===== config.mk =====
export PLATFORM = sky130hd
export DESIGN_NAME = block_flag_fill_raw_expander_unit_flat
export DESIGN_NICKNAME = d
export VERILOG_FILES = /design/src/rtl/core/bffre_pkg.sv /design/src/rtl/core/bffre_if.sv /design/src/rtl/core/bffre_cfg_regs.sv /design/src/rtl/core/bffre_out_fifo.sv /design/src/rtl/core/bffre_engine.sv /design/src/rtl/core/block_flag_fill_raw_expander_unit.sv /design/src/flat_wrapper.sv
export SDC_FILE = /design/constraint.sdc
export NUM_CORES = 1
export LEC_CHECK = 0
export ABC_CLOCK_PERIOD_IN_PS = 16100
export BUFFER_PORTS_ARGS = -buffer_cell sky130_fd_sc_hd__buf_2
export CORE_MARGIN = 5
export CORE_UTILIZATION = 55
export DETAILED_ROUTE_END_ITERATION = 12
export MAX_ROUTING_LAYER = met4
export PLACE_DENSITY_LB_ADDON = 0.12
export SLEW_MARGIN = 20
export SYNTH_ARGS = -nofsm -noshare
export SYNTH_HDL_FRONTEND = slang
export SYNTH_SLANG_ARGS = --single-unit

===== constraint.sdc =====
create_clock -name clk_i -period 16.1 [get_ports clk_i]
set_input_delay 3.22 -clock clk_i [delete_from_list [all_inputs] [get_ports clk_i]]
set_output_delay 3.22 -clock clk_i [all_outputs]
set_load 0.01 [all_outputs]

===== src/rtl/core/bffre_pkg.sv =====
// ----------------------------------------------------------------------------
// bffre_pkg: shared types and constants of the block flag/fill/raw expander
// Field widths, item kind codes, register indexes and the structs passed
// between the configuration, engine and result queue modules.
// ----------------------------------------------------------------------------
package bffre_pkg;

  // Limits of the effective configuration
  localparam int unsigned MAX_BLOCK = 8;
  localparam int unsigned MAX_DIM   = 4096;

  // Field and internal widths
  localparam int DIM_W      = 13;  // image width/height registers
  localparam int COORD_W    = 12;  // pixel column/row
  localparam int SIDE_W     = 4;   // block side
  localparam int SUB_W      = 3;   // position inside a block
  localparam int STRIDE_W   = 3;   // bytes per pixel
  localparam int PLANE_W    = 2;   // plane select
  localparam int OFF_W      = 26;  // byte offset
  localparam int DATA_W     = 32;  // item data and pixel value
  localparam int PIX_W      = 24;  // linear pixel index
  localparam int SW_W       = 16;  // block side times image width
  localparam int OP_W       = 2;
  localparam int FLAG_W     = 8;
  localparam int REG_IDX_W  = 3;
  localparam int REG_DATA_W = 13;

  // Item kinds
  localparam logic [OP_W-1:0] OP_FLAG = 2'd0;
  localparam logic [OP_W-1:0] OP_FILL = 2'd1;
  localparam logic [OP_W-1:0] OP_RAW  = 2'd2;

  // Register indexes
  localparam logic [REG_IDX_W-1:0] REG_IMAGE_WIDTH     = 3'd0;
  localparam logic [REG_IDX_W-1:0] REG_IMAGE_HEIGHT    = 3'd1;
  localparam logic [REG_IDX_W-1:0] REG_BLOCK_SIDE      = 3'd2;
  localparam logic [REG_IDX_W-1:0] REG_DECODE_MODE     = 3'd3;
  localparam logic [REG_IDX_W-1:0] REG_BYTES_PER_PIXEL = 3'd4;
  localparam logic [REG_IDX_W-1:0] REG_PLANE_SELECT    = 3'd5;

  // Flag bit of the first block in a flag byte
  localparam logic [FLAG_W-1:0] FIRST_FLAG_BIT = 8'h80;

  // Effective (clamped) configuration
  typedef struct packed {
    logic [DIM_W-1:0]    width;
    logic [DIM_W-1:0]    height;
    logic [SIDE_W-1:0]   side;
    logic                mode;
    logic [STRIDE_W-1:0] stride;
    logic [PLANE_W-1:0]  plane;
    logic [SW_W-1:0]     side_w;
  } cfg_t;

  // One result beat
  typedef struct packed {
    logic               pixel_valid;
    logic [COORD_W-1:0] pixel_x;
    logic [COORD_W-1:0] pixel_y;
    logic [OFF_W-1:0]   byte_offset;
    logic [DATA_W-1:0]  pixel_value;
    logic               block_done;
    logic               image_done;
    logic               kind_error;
  } result_t;

endpackage


===== src/rtl/core/bffre_if.sv =====
// ----------------------------------------------------------------------------
// bffre_if: channel interfaces of the block flag/fill/raw expander
// Input item channel, result channel and register write channel, each with
// valid/ready handshake and a source and a sink modport.
// ----------------------------------------------------------------------------
interface bffre_in_if
  import bffre_pkg::*;
();
  logic              valid;
  logic              ready;
  logic [OP_W-1:0]   op;
  logic [DATA_W-1:0] item_data;

  modport source (output valid, output op, output item_data, input ready);
  modport sink   (input valid, input op, input item_data, output ready);
endinterface

interface bffre_out_if
  import bffre_pkg::*;
();
  logic               valid;
  logic               ready;
  logic               pixel_valid;
  logic [COORD_W-1:0] pixel_x;
  logic [COORD_W-1:0] pixel_y;
  logic [OFF_W-1:0]   byte_offset;
  logic [DATA_W-1:0]  pixel_value;
  logic               block_done;
  logic               image_done;
  logic               kind_error;

  modport source (output valid, output pixel_valid, output pixel_x, output pixel_y,
                  output byte_offset, output pixel_value, output block_done,
                  output image_done, output kind_error, input ready);
  modport sink   (input valid, input pixel_valid, input pixel_x, input pixel_y,
                  input byte_offset, input pixel_value, input block_done,
                  input image_done, input kind_error, output ready);
endinterface

interface bffre_cfg_if
  import bffre_pkg::*;
();
  logic                  valid;
  logic                  ready;
  logic [REG_IDX_W-1:0]  reg_index;
  logic [REG_DATA_W-1:0] reg_data;

  modport source (output valid, output reg_index, output reg_data, input ready);
  modport sink   (input valid, input reg_index, input reg_data, output ready);
endinterface


===== src/rtl/core/bffre_cfg_regs.sv =====
// ----------------------------------------------------------------------------
// bffre_cfg_regs: configuration registers
// Holds the six registers, clamps them to their working ranges and pulses a
// traversal restart on every write to a register in the list.
// ----------------------------------------------------------------------------
module bffre_cfg_regs
  import bffre_pkg::*;
(
  input  logic                  clk_i,
  input  logic                  rst_ni,
  input  logic                  wr_valid_i,
  output logic                  wr_ready_o,
  input  logic [REG_IDX_W-1:0]  wr_index_i,
  input  logic [REG_DATA_W-1:0] wr_data_i,
  output cfg_t                  cfg_o,
  output logic                  restart_o
);

  logic [DIM_W-1:0]    width_q;
  logic [DIM_W-1:0]    height_q;
  logic [SIDE_W-1:0]   side_q;
  logic                mode_q;
  logic [STRIDE_W-1:0] stride_q;
  logic [PLANE_W-1:0]  plane_q;
  logic                wr_fire;
  logic                idx_known;

  assign wr_ready_o = 1'b1;
  assign wr_fire    = wr_valid_i && wr_ready_o;
  assign idx_known  = (wr_index_i == REG_IMAGE_WIDTH) || (wr_index_i == REG_IMAGE_HEIGHT) ||
                      (wr_index_i == REG_BLOCK_SIDE) || (wr_index_i == REG_DECODE_MODE) ||
                      (wr_index_i == REG_BYTES_PER_PIXEL) || (wr_index_i == REG_PLANE_SELECT);
  assign restart_o  = wr_fire && idx_known;

  // Write the addressed register
  always_ff @(posedge clk_i or negedge rst_ni) begin
    if (!rst_ni) begin
      width_q  <= DIM_W'(256);
      height_q <= DIM_W'(256);
      side_q   <= SIDE_W'(8);
      mode_q   <= 1'b0;
      stride_q <= STRIDE_W'(4);
      plane_q  <= '0;
    end else if (wr_fire) begin
      case (wr_index_i)
        REG_IMAGE_WIDTH:     width_q  <= wr_data_i;
        REG_IMAGE_HEIGHT:    height_q <= wr_data_i;
        REG_BLOCK_SIDE:      side_q   <= wr_data_i[SIDE_W-1:0];
        REG_DECODE_MODE:     mode_q   <= wr_data_i[0];
        REG_BYTES_PER_PIXEL: stride_q <= wr_data_i[STRIDE_W-1:0];
        REG_PLANE_SELECT:    plane_q  <= wr_data_i[PLANE_W-1:0];
        default: ;
      endcase
    end
  end

  // Clamp to the working ranges
  always_comb begin
    cfg_o = '0;
    if (width_q == '0)                     cfg_o.width = DIM_W'(1);
    else if (width_q > DIM_W'(MAX_DIM))    cfg_o.width = DIM_W'(MAX_DIM);
    else                                   cfg_o.width = width_q;
    if (height_q == '0)                    cfg_o.height = DIM_W'(1);
    else if (height_q > DIM_W'(MAX_DIM))   cfg_o.height = DIM_W'(MAX_DIM);
    else                                   cfg_o.height = height_q;
    if (side_q == '0)                      cfg_o.side = SIDE_W'(1);
    else if (side_q > SIDE_W'(MAX_BLOCK))  cfg_o.side = SIDE_W'(MAX_BLOCK);
    else                                   cfg_o.side = side_q;
    if (stride_q == '0)                    cfg_o.stride = STRIDE_W'(1);
    else if (stride_q > STRIDE_W'(4))      cfg_o.stride = STRIDE_W'(4);
    else                                   cfg_o.stride = stride_q;
    cfg_o.mode   = mode_q;
    cfg_o.plane  = plane_q;
    cfg_o.side_w = SW_W'({{(SW_W-SIDE_W){1'b0}}, cfg_o.side} *
                         {{(SW_W-DIM_W){1'b0}}, cfg_o.width});
  end

endmodule


===== src/rtl/core/bffre_out_fifo.sv =====
// ----------------------------------------------------------------------------
// bffre_out_fifo: two-entry result queue
// Decouples the engine from the result channel so that a new item can be
// taken while a finished result is still waiting downstream.
// ----------------------------------------------------------------------------
module bffre_out_fifo
  import bffre_pkg::*;
(
  input  logic    clk_i,
  input  logic    rst_ni,
  input  logic    push_i,
  input  result_t push_data_i,
  output logic    room_o,
  output logic    pop_valid_o,
  input  logic    pop_ready_i,
  output result_t pop_data_o
);

  result_t    mem_q [2];
  logic       wr_ptr_q;
  logic       rd_ptr_q;
  logic [1:0] cnt_q;
  logic       pop;

  assign room_o      = (cnt_q != 2'd2);
  assign pop_valid_o = (cnt_q != 2'd0);
  assign pop_data_o  = mem_q[rd_ptr_q];
  assign pop         = pop_valid_o && pop_ready_i;

  // Store pushed beats
  always_ff @(posedge clk_i) begin
    if (push_i) begin
      mem_q[wr_ptr_q] <= push_data_i;
    end
  end

  // Advance pointers and fill count
  always_ff @(posedge clk_i or negedge rst_ni) begin
    if (!rst_ni) begin
      wr_ptr_q <= 1'b0;
      rd_ptr_q <= 1'b0;
      cnt_q    <= 2'd0;
    end else begin
      if (push_i) wr_ptr_q <= ~wr_ptr_q;
      if (pop)    rd_ptr_q <= ~rd_ptr_q;
      case ({push_i, pop})
        2'b10:   cnt_q <= cnt_q + 2'd1;
        2'b01:   cnt_q <= cnt_q - 2'd1;
        default: cnt_q <= cnt_q;
      endcase
    end
  end

endmodule


===== src/rtl/core/bffre_engine.sv =====
// ----------------------------------------------------------------------------
// bffre_engine: block traversal and pixel emitter
// Registers the incoming item, tracks the block walk and flag bits, and
// produces at most one result beat per cycle: one per raw sample, one per
// pixel of a filled block, and markers for errors and skipped image ends.
// ----------------------------------------------------------------------------
module bffre_engine
  import bffre_pkg::*;
(
  input  logic              clk_i,
  input  logic              rst_ni,
  input  cfg_t              cfg_i,
  input  logic              restart_i,
  input  logic              in_valid_i,
  output logic              in_ready_o,
  input  logic [OP_W-1:0]   in_op_i,
  input  logic [DATA_W-1:0] in_data_i,
  input  logic              room_i,
  output logic              push_o,
  output result_t           push_data_o
);

  localparam logic [1:0] ST_RUN  = 2'd0;
  localparam logic [1:0] ST_FILL = 2'd1;
  localparam logic [1:0] ST_SKIP = 2'd2;

  // Input register
  logic              in_vld_q;
  logic [OP_W-1:0]   in_op_q;
  logic [DATA_W-1:0] in_data_q;
  logic              consume;

  // Traversal state
  logic [1:0]         st_q, st_d;
  logic [COORD_W-1:0] blk_x_q, blk_x_d;
  logic [COORD_W-1:0] blk_y_q, blk_y_d;
  logic [PIX_W-1:0]   ybase_q, ybase_d;
  logic [PIX_W-1:0]   rbase_q, rbase_d;
  logic [SUB_W-1:0]   row_q, row_d;
  logic [SUB_W-1:0]   col_q, col_d;
  logic [FLAG_W-1:0]  flags_q, flags_d;
  logic [SUB_W-1:0]   idx_q, idx_d;
  logic [OP_W-1:0]    expect_q, expect_d;
  logic [FLAG_W-1:0]  fill_q, fill_d;
  result_t            pend_q, pend_d;
  logic               pend_push_q, pend_push_d;

  // Block advance
  logic [FLAG_W-1:0]  step_flags;
  logic [SUB_W-1:0]   step_idx;
  logic [DIM_W-1:0]   nx, ny;
  logic               wrap_x, wrap_y;
  logic [COORD_W-1:0] stp_x, stp_y;
  logic [PIX_W-1:0]   stp_ybase;
  logic [SUB_W-1:0]   stp_idx;
  logic [OP_W-1:0]    stp_expect;
  logic               stp_stop, stp_done;
  logic               stp_bit;
  logic               take_step;

  // Pixel emission
  logic [COORD_W-1:0] px, py;
  logic [PIX_W-1:0]   pix;
  logic [OFF_W-1:0]   pix_ext, pix_scaled;
  logic [DIM_W-1:0]   dx, dy;
  logic [SIDE_W-1:0]  bw, bh;
  logic               last_col, last_row, block_end;
  logic [DATA_W-1:0]  pix_src;
  result_t            pix_res;
  result_t            marker;
  logic               pix_go;
  logic               first_bit;

  assign consume    = (st_q == ST_RUN) && in_vld_q && room_i;
  assign in_ready_o = !in_vld_q || consume;
  assign first_bit  = |(in_data_q[FLAG_W-1:0] & FIRST_FLAG_BIT);

  // Hold the accepted item until the engine takes it
  always_ff @(posedge clk_i or negedge rst_ni) begin
    if (!rst_ni) begin
      in_vld_q <= 1'b0;
    end else if (in_valid_i && in_ready_o) begin
      in_vld_q <= 1'b1;
    end else if (consume) begin
      in_vld_q <= 1'b0;
    end
  end

  always_ff @(posedge clk_i) begin
    if (in_valid_i && in_ready_o) begin
      in_op_q   <= in_op_i;
      in_data_q <= in_data_i;
    end
  end

  // Advance one block and pick what the next block expects
  always_comb begin
    step_flags = ((st_q == ST_RUN) && (in_op_q == OP_FLAG)) ? in_data_q[FLAG_W-1:0] : flags_q;
    step_idx   = ((st_q == ST_RUN) && (in_op_q == OP_FLAG)) ? '0 : idx_q;
    nx         = {1'b0, blk_x_q} + {{(DIM_W-SIDE_W){1'b0}}, cfg_i.side};
    ny         = {1'b0, blk_y_q} + {{(DIM_W-SIDE_W){1'b0}}, cfg_i.side};
    wrap_x     = (nx >= cfg_i.width);
    wrap_y     = (ny >= cfg_i.height);
    stp_x      = wrap_x ? '0 : nx[COORD_W-1:0];
    stp_y      = wrap_x ? ny[COORD_W-1:0] : blk_y_q;
    stp_ybase  = wrap_x ? ybase_q + {{(PIX_W-SW_W){1'b0}}, cfg_i.side_w} : ybase_q;
    stp_idx    = step_idx + 3'd1;
    stp_bit    = |(step_flags & (FIRST_FLAG_BIT >> stp_idx));
    stp_expect = expect_q;
    stp_stop   = 1'b1;
    stp_done   = 1'b0;
    if (wrap_x && wrap_y) begin
      stp_done   = 1'b1;
      stp_x      = '0;
      stp_y      = '0;
      stp_ybase  = '0;
      stp_idx    = '0;
      stp_expect = OP_FLAG;
    end else if (step_idx == 3'd7) begin
      stp_idx    = '0;
      stp_expect = OP_FLAG;
    end else if (!cfg_i.mode) begin
      stp_expect = stp_bit ? OP_FILL : OP_RAW;
    end else if (!stp_bit) begin
      stp_expect = OP_RAW;
    end else begin
      stp_expect = OP_RAW;
      stp_stop   = 1'b0;
    end
  end

  // Build the pixel beat for the current block position
  always_comb begin
    px       = blk_x_q + {{(COORD_W-SUB_W){1'b0}}, col_q};
    py       = blk_y_q + {{(COORD_W-SUB_W){1'b0}}, row_q};
    pix      = rbase_q + {{(PIX_W-COORD_W){1'b0}}, px};
    pix_ext  = {{(OFF_W-PIX_W){1'b0}}, pix};
    dx       = cfg_i.width - {1'b0, blk_x_q};
    dy       = cfg_i.height - {1'b0, blk_y_q};
    bw       = (dx < {{(DIM_W-SIDE_W){1'b0}}, cfg_i.side}) ? dx[SIDE_W-1:0] : cfg_i.side;
    bh       = (dy < {{(DIM_W-SIDE_W){1'b0}}, cfg_i.side}) ? dy[SIDE_W-1:0] : cfg_i.side;
    last_col = ({1'b0, col_q} == bw - 4'd1);
    last_row = ({1'b0, row_q} == bh - 4'd1);
    block_end = last_col && last_row;
    pix_src  = (st_q == ST_FILL) ? {{(DATA_W-FLAG_W){1'b0}}, fill_q} : in_data_q;
    case (cfg_i.stride)
      3'd1:    pix_scaled = pix_ext;
      3'd2:    pix_scaled = pix_ext << 1;
      3'd3:    pix_scaled = pix_ext + (pix_ext << 1);
      default: pix_scaled = pix_ext << 2;
    endcase
    pix_res             = '0;
    pix_res.pixel_valid = 1'b1;
    pix_res.pixel_x     = px;
    pix_res.pixel_y     = py;
    if (cfg_i.mode) begin
      pix_res.byte_offset = pix_ext << 2;
      pix_res.pixel_value = pix_src;
    end else begin
      pix_res.byte_offset = pix_scaled + {{(OFF_W-PLANE_W){1'b0}}, cfg_i.plane};
      pix_res.pixel_value = {{(DATA_W-FLAG_W){1'b0}}, pix_src[FLAG_W-1:0]};
    end
  end

  // Sequence items, fill bursts and skipped blocks
  always_comb begin
    st_d        = st_q;
    blk_x_d     = blk_x_q;
    blk_y_d     = blk_y_q;
    ybase_d     = ybase_q;
    rbase_d     = rbase_q;
    row_d       = row_q;
    col_d       = col_q;
    flags_d     = flags_q;
    idx_d       = idx_q;
    expect_d    = expect_q;
    fill_d      = fill_q;
    pend_d      = pend_q;
    pend_push_d = pend_push_q;
    push_o      = 1'b0;
    push_data_o = '0;
    take_step   = 1'b0;
    pix_go      = 1'b0;
    marker      = '0;

    case (st_q)
      ST_RUN: begin
        if (consume) begin
          if (in_op_q != expect_q) begin
            push_o                 = 1'b1;
            push_data_o.kind_error = 1'b1;
            push_data_o.block_done = 1'b1;
          end else if (in_op_q == OP_FLAG) begin
            flags_d = in_data_q[FLAG_W-1:0];
            idx_d   = '0;
            if (!cfg_i.mode) begin
              expect_d = first_bit ? OP_FILL : OP_RAW;
            end else if (!first_bit) begin
              expect_d = OP_RAW;
            end else begin
              take_step = 1'b1;
              marker.block_done = 1'b1;
              if (stp_stop) begin
                if (stp_done) begin
                  push_o                 = 1'b1;
                  push_data_o            = marker;
                  push_data_o.image_done = 1'b1;
                end
              end else begin
                st_d        = ST_SKIP;
                pend_d      = marker;
                pend_push_d = 1'b0;
              end
            end
          end else begin
            pix_go = 1'b1;
            if (in_op_q == OP_FILL) fill_d = in_data_q[FLAG_W-1:0];
          end
        end
      end
      ST_FILL: begin
        if (room_i) pix_go = 1'b1;
      end
      ST_SKIP: begin
        if (room_i) begin
          take_step = 1'b1;
          if (stp_stop) begin
            st_d = ST_RUN;
            if (pend_push_q || stp_done) begin
              push_o                 = 1'b1;
              push_data_o            = pend_q;
              push_data_o.image_done = stp_done;
            end
          end
        end
      end
      default: st_d = ST_RUN;
    endcase

    // Emit one pixel and move inside the block
    if (pix_go) begin
      if (block_end) begin
        take_step = 1'b1;
        if (stp_stop) begin
          push_o                 = 1'b1;
          push_data_o            = pix_res;
          push_data_o.block_done = 1'b1;
          push_data_o.image_done = stp_done;
          st_d                   = ST_RUN;
        end else begin
          st_d              = ST_SKIP;
          pend_d            = pix_res;
          pend_d.block_done = 1'b1;
          pend_push_d       = 1'b1;
        end
      end else begin
        push_o                 = 1'b1;
        push_data_o            = pix_res;
        push_data_o.block_done = (st_q == ST_RUN) && (in_op_q == OP_RAW);
        if (last_col) begin
          col_d   = '0;
          row_d   = row_q + 3'd1;
          rbase_d = rbase_q + {{(PIX_W-DIM_W){1'b0}}, cfg_i.width};
        end else begin
          col_d = col_q + 3'd1;
        end
        if ((st_q == ST_RUN) && (in_op_q == OP_FILL)) st_d = ST_FILL;
      end
    end

    // Commit the block advance
    if (take_step) begin
      blk_x_d  = stp_x;
      blk_y_d  = stp_y;
      ybase_d  = stp_ybase;
      rbase_d  = stp_ybase;
      row_d    = '0;
      col_d    = '0;
      idx_d    = stp_idx;
      expect_d = stp_expect;
      flags_d  = stp_done ? '0 : step_flags;
    end
  end

  // Control state
  always_ff @(posedge clk_i or negedge rst_ni) begin
    if (!rst_ni) begin
      st_q        <= ST_RUN;
      blk_x_q     <= '0;
      blk_y_q     <= '0;
      ybase_q     <= '0;
      rbase_q     <= '0;
      row_q       <= '0;
      col_q       <= '0;
      flags_q     <= '0;
      idx_q       <= '0;
      expect_q    <= OP_FLAG;
      pend_push_q <= 1'b0;
    end else if (restart_i) begin
      st_q        <= ST_RUN;
      blk_x_q     <= '0;
      blk_y_q     <= '0;
      ybase_q     <= '0;
      rbase_q     <= '0;
      row_q       <= '0;
      col_q       <= '0;
      flags_q     <= '0;
      idx_q       <= '0;
      expect_q    <= OP_FLAG;
      pend_push_q <= 1'b0;
    end else begin
      st_q        <= st_d;
      blk_x_q     <= blk_x_d;
      blk_y_q     <= blk_y_d;
      ybase_q     <= ybase_d;
      rbase_q     <= rbase_d;
      row_q       <= row_d;
      col_q       <= col_d;
      flags_q     <= flags_d;
      idx_q       <= idx_d;
      expect_q    <= expect_d;
      pend_push_q <= pend_push_d;
    end
  end

  // Payload state
  always_ff @(posedge clk_i) begin
    fill_q <= fill_d;
    pend_q <= pend_d;
  end

endmodule


===== src/rtl/core/block_flag_fill_raw_expander_unit.sv =====
// ----------------------------------------------------------------------------
// block_flag_fill_raw_expander_unit: block flag/fill/raw image expander
// Walks an image in square blocks and turns flag, fill and raw items into
// one pixel write beat per written pixel.
// ----------------------------------------------------------------------------
// A flag byte or a raw sample is taken every cycle while no fill or skip
// runs and the result queue has room, and passes the input register, then
// a two-entry result queue. A fill item emits one beat per pixel of its
// clipped block, one per cycle while the queue has room, and holds the
// engine until every pixel of the block (up to 64) is sent. In difference
// overlay mode each block skipped by a set flag takes one block-advance
// step, up to eight per flag byte. The byte offset is built from a running
// row base, so no multiplier sits in the pixel path. Register writes are
// always accepted, restart the block walk and must only be issued while
// the unit is idle.
module block_flag_fill_raw_expander_unit
  import bffre_pkg::*;
(
  input  logic        clk_i,
  input  logic        rst_ni,
  bffre_in_if.sink    in_i,
  bffre_out_if.source out_o,
  bffre_cfg_if.sink   cfg_i
);

  cfg_t    cfg;
  logic    restart;
  logic    room;
  logic    push;
  result_t push_data;
  result_t head;

  bffre_cfg_regs u_cfg_regs (
    .clk_i      (clk_i),
    .rst_ni     (rst_ni),
    .wr_valid_i (cfg_i.valid),
    .wr_ready_o (cfg_i.ready),
    .wr_index_i (cfg_i.reg_index),
    .wr_data_i  (cfg_i.reg_data),
    .cfg_o      (cfg),
    .restart_o  (restart)
  );

  bffre_engine u_engine (
    .clk_i       (clk_i),
    .rst_ni      (rst_ni),
    .cfg_i       (cfg),
    .restart_i   (restart),
    .in_valid_i  (in_i.valid),
    .in_ready_o  (in_i.ready),
    .in_op_i     (in_i.op),
    .in_data_i   (in_i.item_data),
    .room_i      (room),
    .push_o      (push),
    .push_data_o (push_data)
  );

  bffre_out_fifo u_out_fifo (
    .clk_i       (clk_i),
    .rst_ni      (rst_ni),
    .push_i      (push),
    .push_data_i (push_data),
    .room_o      (room),
    .pop_valid_o (out_o.valid),
    .pop_ready_i (out_o.ready),
    .pop_data_o  (head)
  );

  // Drive the result channel from the queue head
  assign out_o.pixel_valid = head.pixel_valid;
  assign out_o.pixel_x     = head.pixel_x;
  assign out_o.pixel_y     = head.pixel_y;
  assign out_o.byte_offset = head.byte_offset;
  assign out_o.pixel_value = head.pixel_value;
  assign out_o.block_done  = head.block_done;
  assign out_o.image_done  = head.image_done;
  assign out_o.kind_error  = head.kind_error;

endmodule


===== src/flat_wrapper.sv =====
// flat-port wrapper written by rule: the top's interface ports become plain ports
module block_flag_fill_raw_expander_unit_flat import bffre_pkg::*;
  (clk_i, rst_ni, in_i_valid, in_i_op, in_i_item_data, in_i_ready, out_o_valid, out_o_pixel_valid, out_o_pixel_x, out_o_pixel_y, out_o_byte_offset, out_o_pixel_value, out_o_block_done, out_o_image_done, out_o_kind_error, out_o_ready, cfg_i_valid, cfg_i_reg_index, cfg_i_reg_data, cfg_i_ready);
  bffre_in_if in_i_i ();
  bffre_out_if out_o_i ();
  bffre_cfg_if cfg_i_i ();
  input  logic clk_i;
  input  logic rst_ni;
  input wire logic [$bits(in_i_i.valid)-1:0] in_i_valid;
  input wire logic [$bits(in_i_i.op)-1:0] in_i_op;
  input wire logic [$bits(in_i_i.item_data)-1:0] in_i_item_data;
  output wire logic [$bits(in_i_i.ready)-1:0] in_i_ready;
  output wire logic [$bits(out_o_i.valid)-1:0] out_o_valid;
  output wire logic [$bits(out_o_i.pixel_valid)-1:0] out_o_pixel_valid;
  output wire logic [$bits(out_o_i.pixel_x)-1:0] out_o_pixel_x;
  output wire logic [$bits(out_o_i.pixel_y)-1:0] out_o_pixel_y;
  output wire logic [$bits(out_o_i.byte_offset)-1:0] out_o_byte_offset;
  output wire logic [$bits(out_o_i.pixel_value)-1:0] out_o_pixel_value;
  output wire logic [$bits(out_o_i.block_done)-1:0] out_o_block_done;
  output wire logic [$bits(out_o_i.image_done)-1:0] out_o_image_done;
  output wire logic [$bits(out_o_i.kind_error)-1:0] out_o_kind_error;
  input wire logic [$bits(out_o_i.ready)-1:0] out_o_ready;
  input wire logic [$bits(cfg_i_i.valid)-1:0] cfg_i_valid;
  input wire logic [$bits(cfg_i_i.reg_index)-1:0] cfg_i_reg_index;
  input wire logic [$bits(cfg_i_i.reg_data)-1:0] cfg_i_reg_data;
  output wire logic [$bits(cfg_i_i.ready)-1:0] cfg_i_ready;
  assign in_i_i.valid = in_i_valid;
  assign in_i_i.op = in_i_op;
  assign in_i_i.item_data = in_i_item_data;
  assign in_i_ready = in_i_i.ready;
  assign out_o_valid = out_o_i.valid;
  assign out_o_pixel_valid = out_o_i.pixel_valid;
  assign out_o_pixel_x = out_o_i.pixel_x;
  assign out_o_pixel_y = out_o_i.pixel_y;
  assign out_o_byte_offset = out_o_i.byte_offset;
  assign out_o_pixel_value = out_o_i.pixel_value;
  assign out_o_block_done = out_o_i.block_done;
  assign out_o_image_done = out_o_i.image_done;
  assign out_o_kind_error = out_o_i.kind_error;
  assign out_o_i.ready = out_o_ready;
  assign cfg_i_i.valid = cfg_i_valid;
  assign cfg_i_i.reg_index = cfg_i_reg_index;
  assign cfg_i_i.reg_data = cfg_i_reg_data;
  assign cfg_i_ready = cfg_i_i.ready;
  block_flag_fill_raw_expander_unit u_core (.clk_i(clk_i), .rst_ni(rst_ni), .in_i(in_i_i), .out_o(out_o_i), .cfg_i(cfg_i_i));
endmodule

* After elaboration in Yosys (flattened, before gate mapping)
Memory sizes are Yosys's and may differ from the RTL's. Cells that the tools add are included.
Cells by class: add/subtract/negate cells 18, muxes and demuxes 159, shifts and indexed selects 1, equal/unequal tests 22, multipliers 1, bitwise logic cells 5, order comparisons 8, reductions and logical operators 48
Operator list (count):
- 86-bit 2-to-1 mux | 17
- 24-bit 2-to-1 mux | 9
- 86-bit case mux with 2 select lines | 1
- 12-bit 2-to-1 mux | 8
- 83-bit 2-to-1 mux | 1
- 3-bit 2-to-1 mux | 26
- 26-bit case mux with 3 select lines | 1
- 8-bit 2-to-1 mux | 8
- 58-bit 2-to-1 mux | 1
- 13-bit 2-to-1 mux | 4
- 2-bit 2-to-1 mux | 26
- 1-bit 2-to-1 mux | 47
- 32-bit 2-to-1 mux | 1
- 12-bit by 4-bit adder with 13-bit output | 2
- 24-bit by 25-bit adder with 26-bit output | 1
- 26-bit by 2-bit adder with 26-bit output | 1
- 13-bit greater-or-equal comparator | 2
- 13-bit > comparator, second input constant | 2
- 13-bit logical NOT | 2
- 13-bit by 4-bit < comparator with 1-bit output | 2
- 13-bit by 12-bit subtractor with 13-bit output | 2
- 12-bit by 3-bit adder with 12-bit output | 2
- 24-bit by 12-bit adder with 24-bit output | 1
- 24-bit by 13-bit adder with 24-bit output | 1
- 38 further kinds | 94
Word-level totals: input bits 55, memories 1, output and inout port bits 89, flip-flop bits (word level) 263, memory bits (writable) 172
Memory list:
- u_core.u_out_fifo.mem_q | words 2, bits a word 86, read ports 1, clocked after Yosys merged registers in 0, wr ports 1, RTL line bffre_out_fifo.sv:19 | result_t mem_q [2];

* Longest topological paths before layout
word-level depth 23, mapped depth 31

* Hierarchy
A second synthesis with hierarchy kept.
Second synthesis, totals: cells, all modules 3075, area total of the unflattened synthesis 28902.7 µm²
Modules (own cells, without submodules):
- bffre_engine | sequential area each 5340.1 µm², instances 1, area each 19020.7 µm², cells an instance 2433
- bffre_out_fifo | sequential area each 5265.0 µm², instances 1, area each 6522.5 µm², cells an instance 285
- bffre_cfg_regs | sequential area each 905.9 µm², instances 1, area each 3359.5 µm², cells an instance 357

* Worst setup path after synthesis
OpenSTA, ideal clock, no wires.
path type reg-to-reg, start point register u_core.u_cfg_regs.side_q[3], end point memory u_core.u_out_fifo.mem_q[1][0] in the netlist's numbering (enable), setup time 541 ps, path slack 7216 ps, clock period less this slack 8884 ps, arrival time 8344 ps, cell stages (with the launch flop) 23, path through dfstp_2 -> inv_2 -> nand2_1 -> inv_1 -> clkbuf_1 -> ha_1 -> a21o_1 -> a21oi_1 -> nor2b_1 -> o21a_1 -> nand3_1 -> xnor2_1 -> ha_1 -> and3_1 -> nand3_1 -> a21oi_1 -> a2111oi_0 -> o31ai_1 -> o21ai_1 -> nand4_1 -> nor3b_1 -> a211oi_1 -> nor2b_1
On the way: cells in the longest elaborated chain, start to end 20
RTL lines:
- start: declaration | RTL line bffre_cfg_regs.sv:21 | logic [SIDE_W-1:0] side_q;
- start signal: assignment | RTL line bffre_cfg_regs.sv:48 | REG_BLOCK_SIDE: side_q <= wr_data_i[SIDE_W-1:0];
- 4-bit > comparator | RTL line bffre_cfg_regs.sv:67 | else if (side_q > SIDE_W'(MAX_BLOCK)) cfg_o.side = SIDE_W'(MAX_BLOCK);
- 4-bit 2-to-1 mux | RTL line bffre_cfg_regs.sv:67
- 4-bit 2-to-1 mux * | RTL line bffre_cfg_regs.sv:66 | if (side_q == '0) cfg_o.side = SIDE_W'(1);
- 12-bit by 4-bit adder with 13-bit output (on tied branches) | RTL line bffre_engine.sv:100, bffre_engine.sv:101
- 13-bit greater-or-equal comparator (on tied branches) | RTL line bffre_engine.sv:102, bffre_engine.sv:103
- 1-bit logical AND | RTL line bffre_engine.sv:112 | if (wrap_x && wrap_y) begin
- 1-bit 2-to-1 mux | RTL line bffre_engine.sv:112
- 1-bit 2-to-1 mux | RTL line bffre_engine.sv:204 | if (stp_done) begin
- [... 4 more ...]
- 1-bit 2-to-1 mux | RTL line bffre_engine.sv:189 | if (in_op_q != expect_q) begin
- 1-bit 2-to-1 mux | RTL line bffre_engine.sv:188 | if (consume) begin
- 1-bit case mux with 2 select lines | RTL line bffre_engine.sv:186 | case (st_q)
- 1-bit 2-to-1 mux | RTL line bffre_engine.sv:244 | if (stp_stop) begin
- 1-bit 2-to-1 mux | RTL line bffre_engine.sv:242 | if (block_end) begin
- 1-bit 2-to-1 mux * | RTL line bffre_engine.sv:241 | if (pix_go) begin
- 1-bit 2-to-1 mux * | RTL line bffre_out_fifo.sv:32 | if (push_i) begin
- 1-bit 2-to-1 mux (not written as such) * | RTL line bffre_out_fifo.sv:33 | mem_q[wr_ptr_q] <= push_data_i;
- end: declaration | RTL line bffre_out_fifo.sv:19
Mark *: on every way between the ends. The rest lies on a longest branch, timed or not.

* Worst setup path after layout
start point register u_core.u_cfg_regs.width_q[4], end point memory u_core.u_out_fifo.mem_q[1][69] in the netlist's numbering (enable)
On the way: cells in the longest elaborated chain, start to end 19
RTL lines:
- start: declaration | RTL line bffre_cfg_regs.sv:19 | logic [DIM_W-1:0] width_q;
- start signal: assignment | RTL line bffre_cfg_regs.sv:46 | REG_IMAGE_WIDTH: width_q <= wr_data_i;
- 13-bit > comparator | RTL line bffre_cfg_regs.sv:61 | else if (width_q > DIM_W'(MAX_DIM)) cfg_o.width = DIM_W'(MAX_DIM);
- 13-bit 2-to-1 mux | RTL line bffre_cfg_regs.sv:61
- 13-bit 2-to-1 mux * | RTL line bffre_cfg_regs.sv:60 | if (width_q == '0) cfg_o.width = DIM_W'(1);
- branches (longest 13 deep; another with 13-bit by 12-bit subtractor with 13-bit output)
- 1-bit 2-to-1 mux * | RTL line bffre_engine.sv:241
- 1-bit 2-to-1 mux * | RTL line bffre_out_fifo.sv:32
- 1-bit 2-to-1 mux (not written as such) * | RTL line bffre_out_fifo.sv:33
Mark *: on every way between the ends.

==> summary.md <==
| Metric | Value |
|---|---|
| Hold Path Depth | 1 |
| Initial antenna violation count | 1 |
| RSZ-0062 raised after global routing | no |
| Slowest stage delay, CP | 0.86 ns |
| Clock Sinks | 434 |
| Post-CTS Setup Inserts | 0 |
| First-pass GRT wire length | 122,000 um |
| Slew Viols, Final | 0 |
| Std cell rows | 82 |
| Mapped Cells | 2,868 |
| # DRC | 0 |
| Final Hold Violating Endpoints | 0 |
| Largest net degree at the start of global routing | 82 |
| IO Pins | 144 |
| Max Freq | 120 MHz |
| Die area | 55,000 um^2 |
| Fillers | 4,232 |
| Final core occ | 61.4% |
| # setup viols final | 0 |
| GRT met3 Usage | 3.68% |
| Status | completed |
| Layout cells sized above 1 | 14.0% |
| Grt met2 use | 47.9% |
| CP startpoint kind | flop |
| Clk buf depth | 3 |
| Worst setup margin | 7.74 ns |
| HPWL after detailed placement | 57,500 um |
| Req. time, crit path | 16.33 ns |
| Drt pass-1 iters | 5 |
| CTS tree | done |
| Max-slew headroom | 25.7% |
| GP Congestion | 0.995 |
| IO buf count | 142 |
| DR iter-0 viols | 1,859 |
| Post-synth EDFFs | 214 |
| Hold WS | 0.447 ns |
| Number of vias per cell | 6.19 |
| Synth Register Bits | 434 |
| WS Path Type | reg -> reg |
| Die Span X | 235 um |
| Post_cts resized | 0 |
| Shortest period the worst path allows | 8.36 ns |
| Register area | 11,500 um^2 |
| R2R depth | 28 |
| Starting Density | 55.5% |
| Core area | 50,000 um^2 |
| Dominant synthesized flop cell | edfxtp_1 |
| Overflow after GRT | 0 |
| Drt total wl | 78,000 um |
| H-tree depth | 2 |
| Commonest non-fill, non-tap cell in the layout | nand2_1 |
| Via count | 22,700 |
| Max_cap viols | 0 |
| Cell Pwr Density | 194 nW/um^2 |
| Syn nets | 3,126 |
| Max VDD drop | 0.133 mV |
| Grt peak-use layer | met2 |
| Worst Path Max Fanout | 56 |
| CTS root buffer | clkbuf_16 |
| Most area-hungry cell type in the Yosys netlist | edfxtp_1 |
| WL/cell | 21.3 um |
| Final Cycle Share | 51.9% |
| Most frequent cells in the layout | nand2_1, edfxtp_1, ha_1 |
| Synth warnings | 0 |
| Met1 GRT Util | 36.5% |
| Setup TNS | 0 ns |
| Clk_skew | 0.0255 ns |
| Die Ht | 235 um |
| Hold Crit Class | reg -> reg |
| Top cell type's share of synthesized area | 23.2% |
| Multi-input gate area | 15,100 um^2 |
| Clock-pin slew on the worst setup and hold paths | 0.06 ns |
| Cell variety after synth | 101 |
| CTS Buf Count | 48 |
| Hold-fix buffers at CTS | 0 |
| Synth top area cells | edfxtp_1, dfrtp_1, ha_1 |
| Area growth syn-to-layout | 10.6% |
| Sequential fraction of the synthesis area | 41.5% |
| GRT Total Usage | 28.6% |
| Crit-path slowest cell | o31a_2 |
| Slew at the pin closest to its max-slew limit | 1.11 ns |
| Kind of end point of the critical path | flop |
| Number of global-route vias before repair | 22,200 |
| Dpl ws | 7.74 ns |
| Total power | 0.00595 W |
| Async S/R FF share, synth | 31.1% |
| Leakage | 12.7 nW |
| Syn Std Cell Area | 27,700 um^2 |
| Avg Inst Size Synth | 9.67 um^2 |
| CP arrival | 8.59 ns |
| Final nets | 3,213 |
| Remaining antenna violation count | 0 |
| Clk_lat worst skew | 0.61 ns |
path summary, 6_finish.rpt:
| path | endpoint | start | slack, ns |
|---|---|---|---|
| worst max-delay path | u_core.u_out_fifo.mem_q[1][69]$_DFFE_PP_ | u_core.u_cfg_regs.width_q[4]$_DFFE_PN0P_ | 7.74 |
| worst min-delay path | u_core.u_engine.pend_q[2]$_DFF_P_ | u_core.u_engine.pend_q[2]$_DFF_P_ | 0.45 |
| worst max register to register | u_core.u_out_fifo.mem_q[1][69]$_DFFE_PP_ | u_core.u_cfg_regs.width_q[4]$_DFFE_PN0P_ | 7.74 |
| worst min register to register | u_core.u_engine.pend_q[2]$_DFF_P_ | u_core.u_engine.pend_q[2]$_DFF_P_ | 0.45 |
| max in group asynchronous | u_core.u_engine.ybase_q[4]$_DFFE_PN0P_ | rst_ni | 12.05 |
| min in group asynchronous | u_core.u_engine.blk_y_q[11]$_DFFE_PN0P_ | rst_ni | 2.60 |
registers in the layout (all words and copies together), names as in the netlist, 8 cells and up:
signal	flops
u_core.u_cfg_regs.height_q	13
u_core.u_cfg_regs.width_q	13
u_core.u_engine.blk_x_q	12
u_core.u_engine.blk_y_q	12
u_core.u_engine.fill_q	8
u_core.u_engine.flags_q	8
u_core.u_engine.in_data_q	32
u_core.u_engine.pend_q	85
u_core.u_engine.rbase_q	24
u_core.u_engine.ybase_q	24
u_core.u_out_fifo.mem_q	172
synthesized netlist by cell type, types with 7 or more instances:
cell type and n:
and3_1 15, a21oi_1 121, nand3b_1 8, o31ai_1 18, nand4_1 27, clkbuf_1 108, xnor2_1 111, o221ai_1 10
dfrtp_1 131, and4_1 7, fa_1 33, a22o_1 38, mux2_2 121, a32o_1 54, a22oi_1 12, dfxtp_1 85
a211o_1 7, o21ai_1 64, o21a_1 26, nor2_1 170, a21o_1 49, mux2i_1 36, nand3_1 63, a221oi_1 12
a211oi_1 22, a21boi_0 10, o211ai_1 25, o22ai_1 12, o21ai_0 145, buf_1 16, nor2b_1 35, nand2_1 370
or2_2 9, and2_1 26, nand2b_1 30, nor3_1 63, nor4_1 14, xor2_1 34, inv_1 161, a31oi_1 25
a32oi_1 8, edfxtp_1 214, ha_1 170, or3_1 13
layer usage:
layer  vias up  wire length, um
li1      10700                -
met1     11100            32900
met2       768            37500
met3       155             4900
met4         0             2650
met5         -                0
through the flow:
step | instances | cell area (um^2)
3_3_place_gp | 3577 | 29000
6_report | 3668 | 30700
3_5_place_dp | 3577 | 29000
4_1_cts | 3667 | 30700
2_1_floorplan | 2868 | 27700
5_1_grt | 3668 | 30700
layout make-up:
type                            count  area share, %
Clock buffer                       68           4.46
Inverter                          166           2.03
Multi-Input combinational cell   2135           49.4
Timing Repair Buffer              170           3.02
Clock inverter                     22          0.844
Antenna cell                        1        0.00816
Tap cell                          672           2.74
Sequential cell                   434           37.5
power by group:
group | switching (W) | internal (W)
Clock | 0.000473 | 0.000651
Combinational | 0.00190 | 0.00120
Sequential | 0.000199 | 0.00153
Total | 0.00257 | 0.00338
cell families (layout without fill, tap and decap cells):
logic type | after synthesis | after routing | synth area share (%)
xor gates and xnor gates | 145 | 145 | 4.58
DFF | 434 | 434 | 41.5
buffers and inverters | 299 | 426 | 4.14
AOI/OAI and AO/OA | 737 | 737 | 18.3
other | 1 | 2 | 0.0135
muxes | 160 | 160 | 6.34
and+or+nand+nor | 889 | 889 | 15.1
adders and majority gates | 203 | 203 | 10.1
worst max-delay path, delay by kind of cell (launching register included):
kind	cells	cell delay (ns)
xor gates and xnor gates	2	0.59
adders and majority gates	3	0.78
DFF	1	0.39
buffers and inverters	2	0.88
AOI/OAI and AO/OA	11	2.41
and+or+nand+nor	10	2.85
No activity file was read; power rests on OpenSTA's default activity.
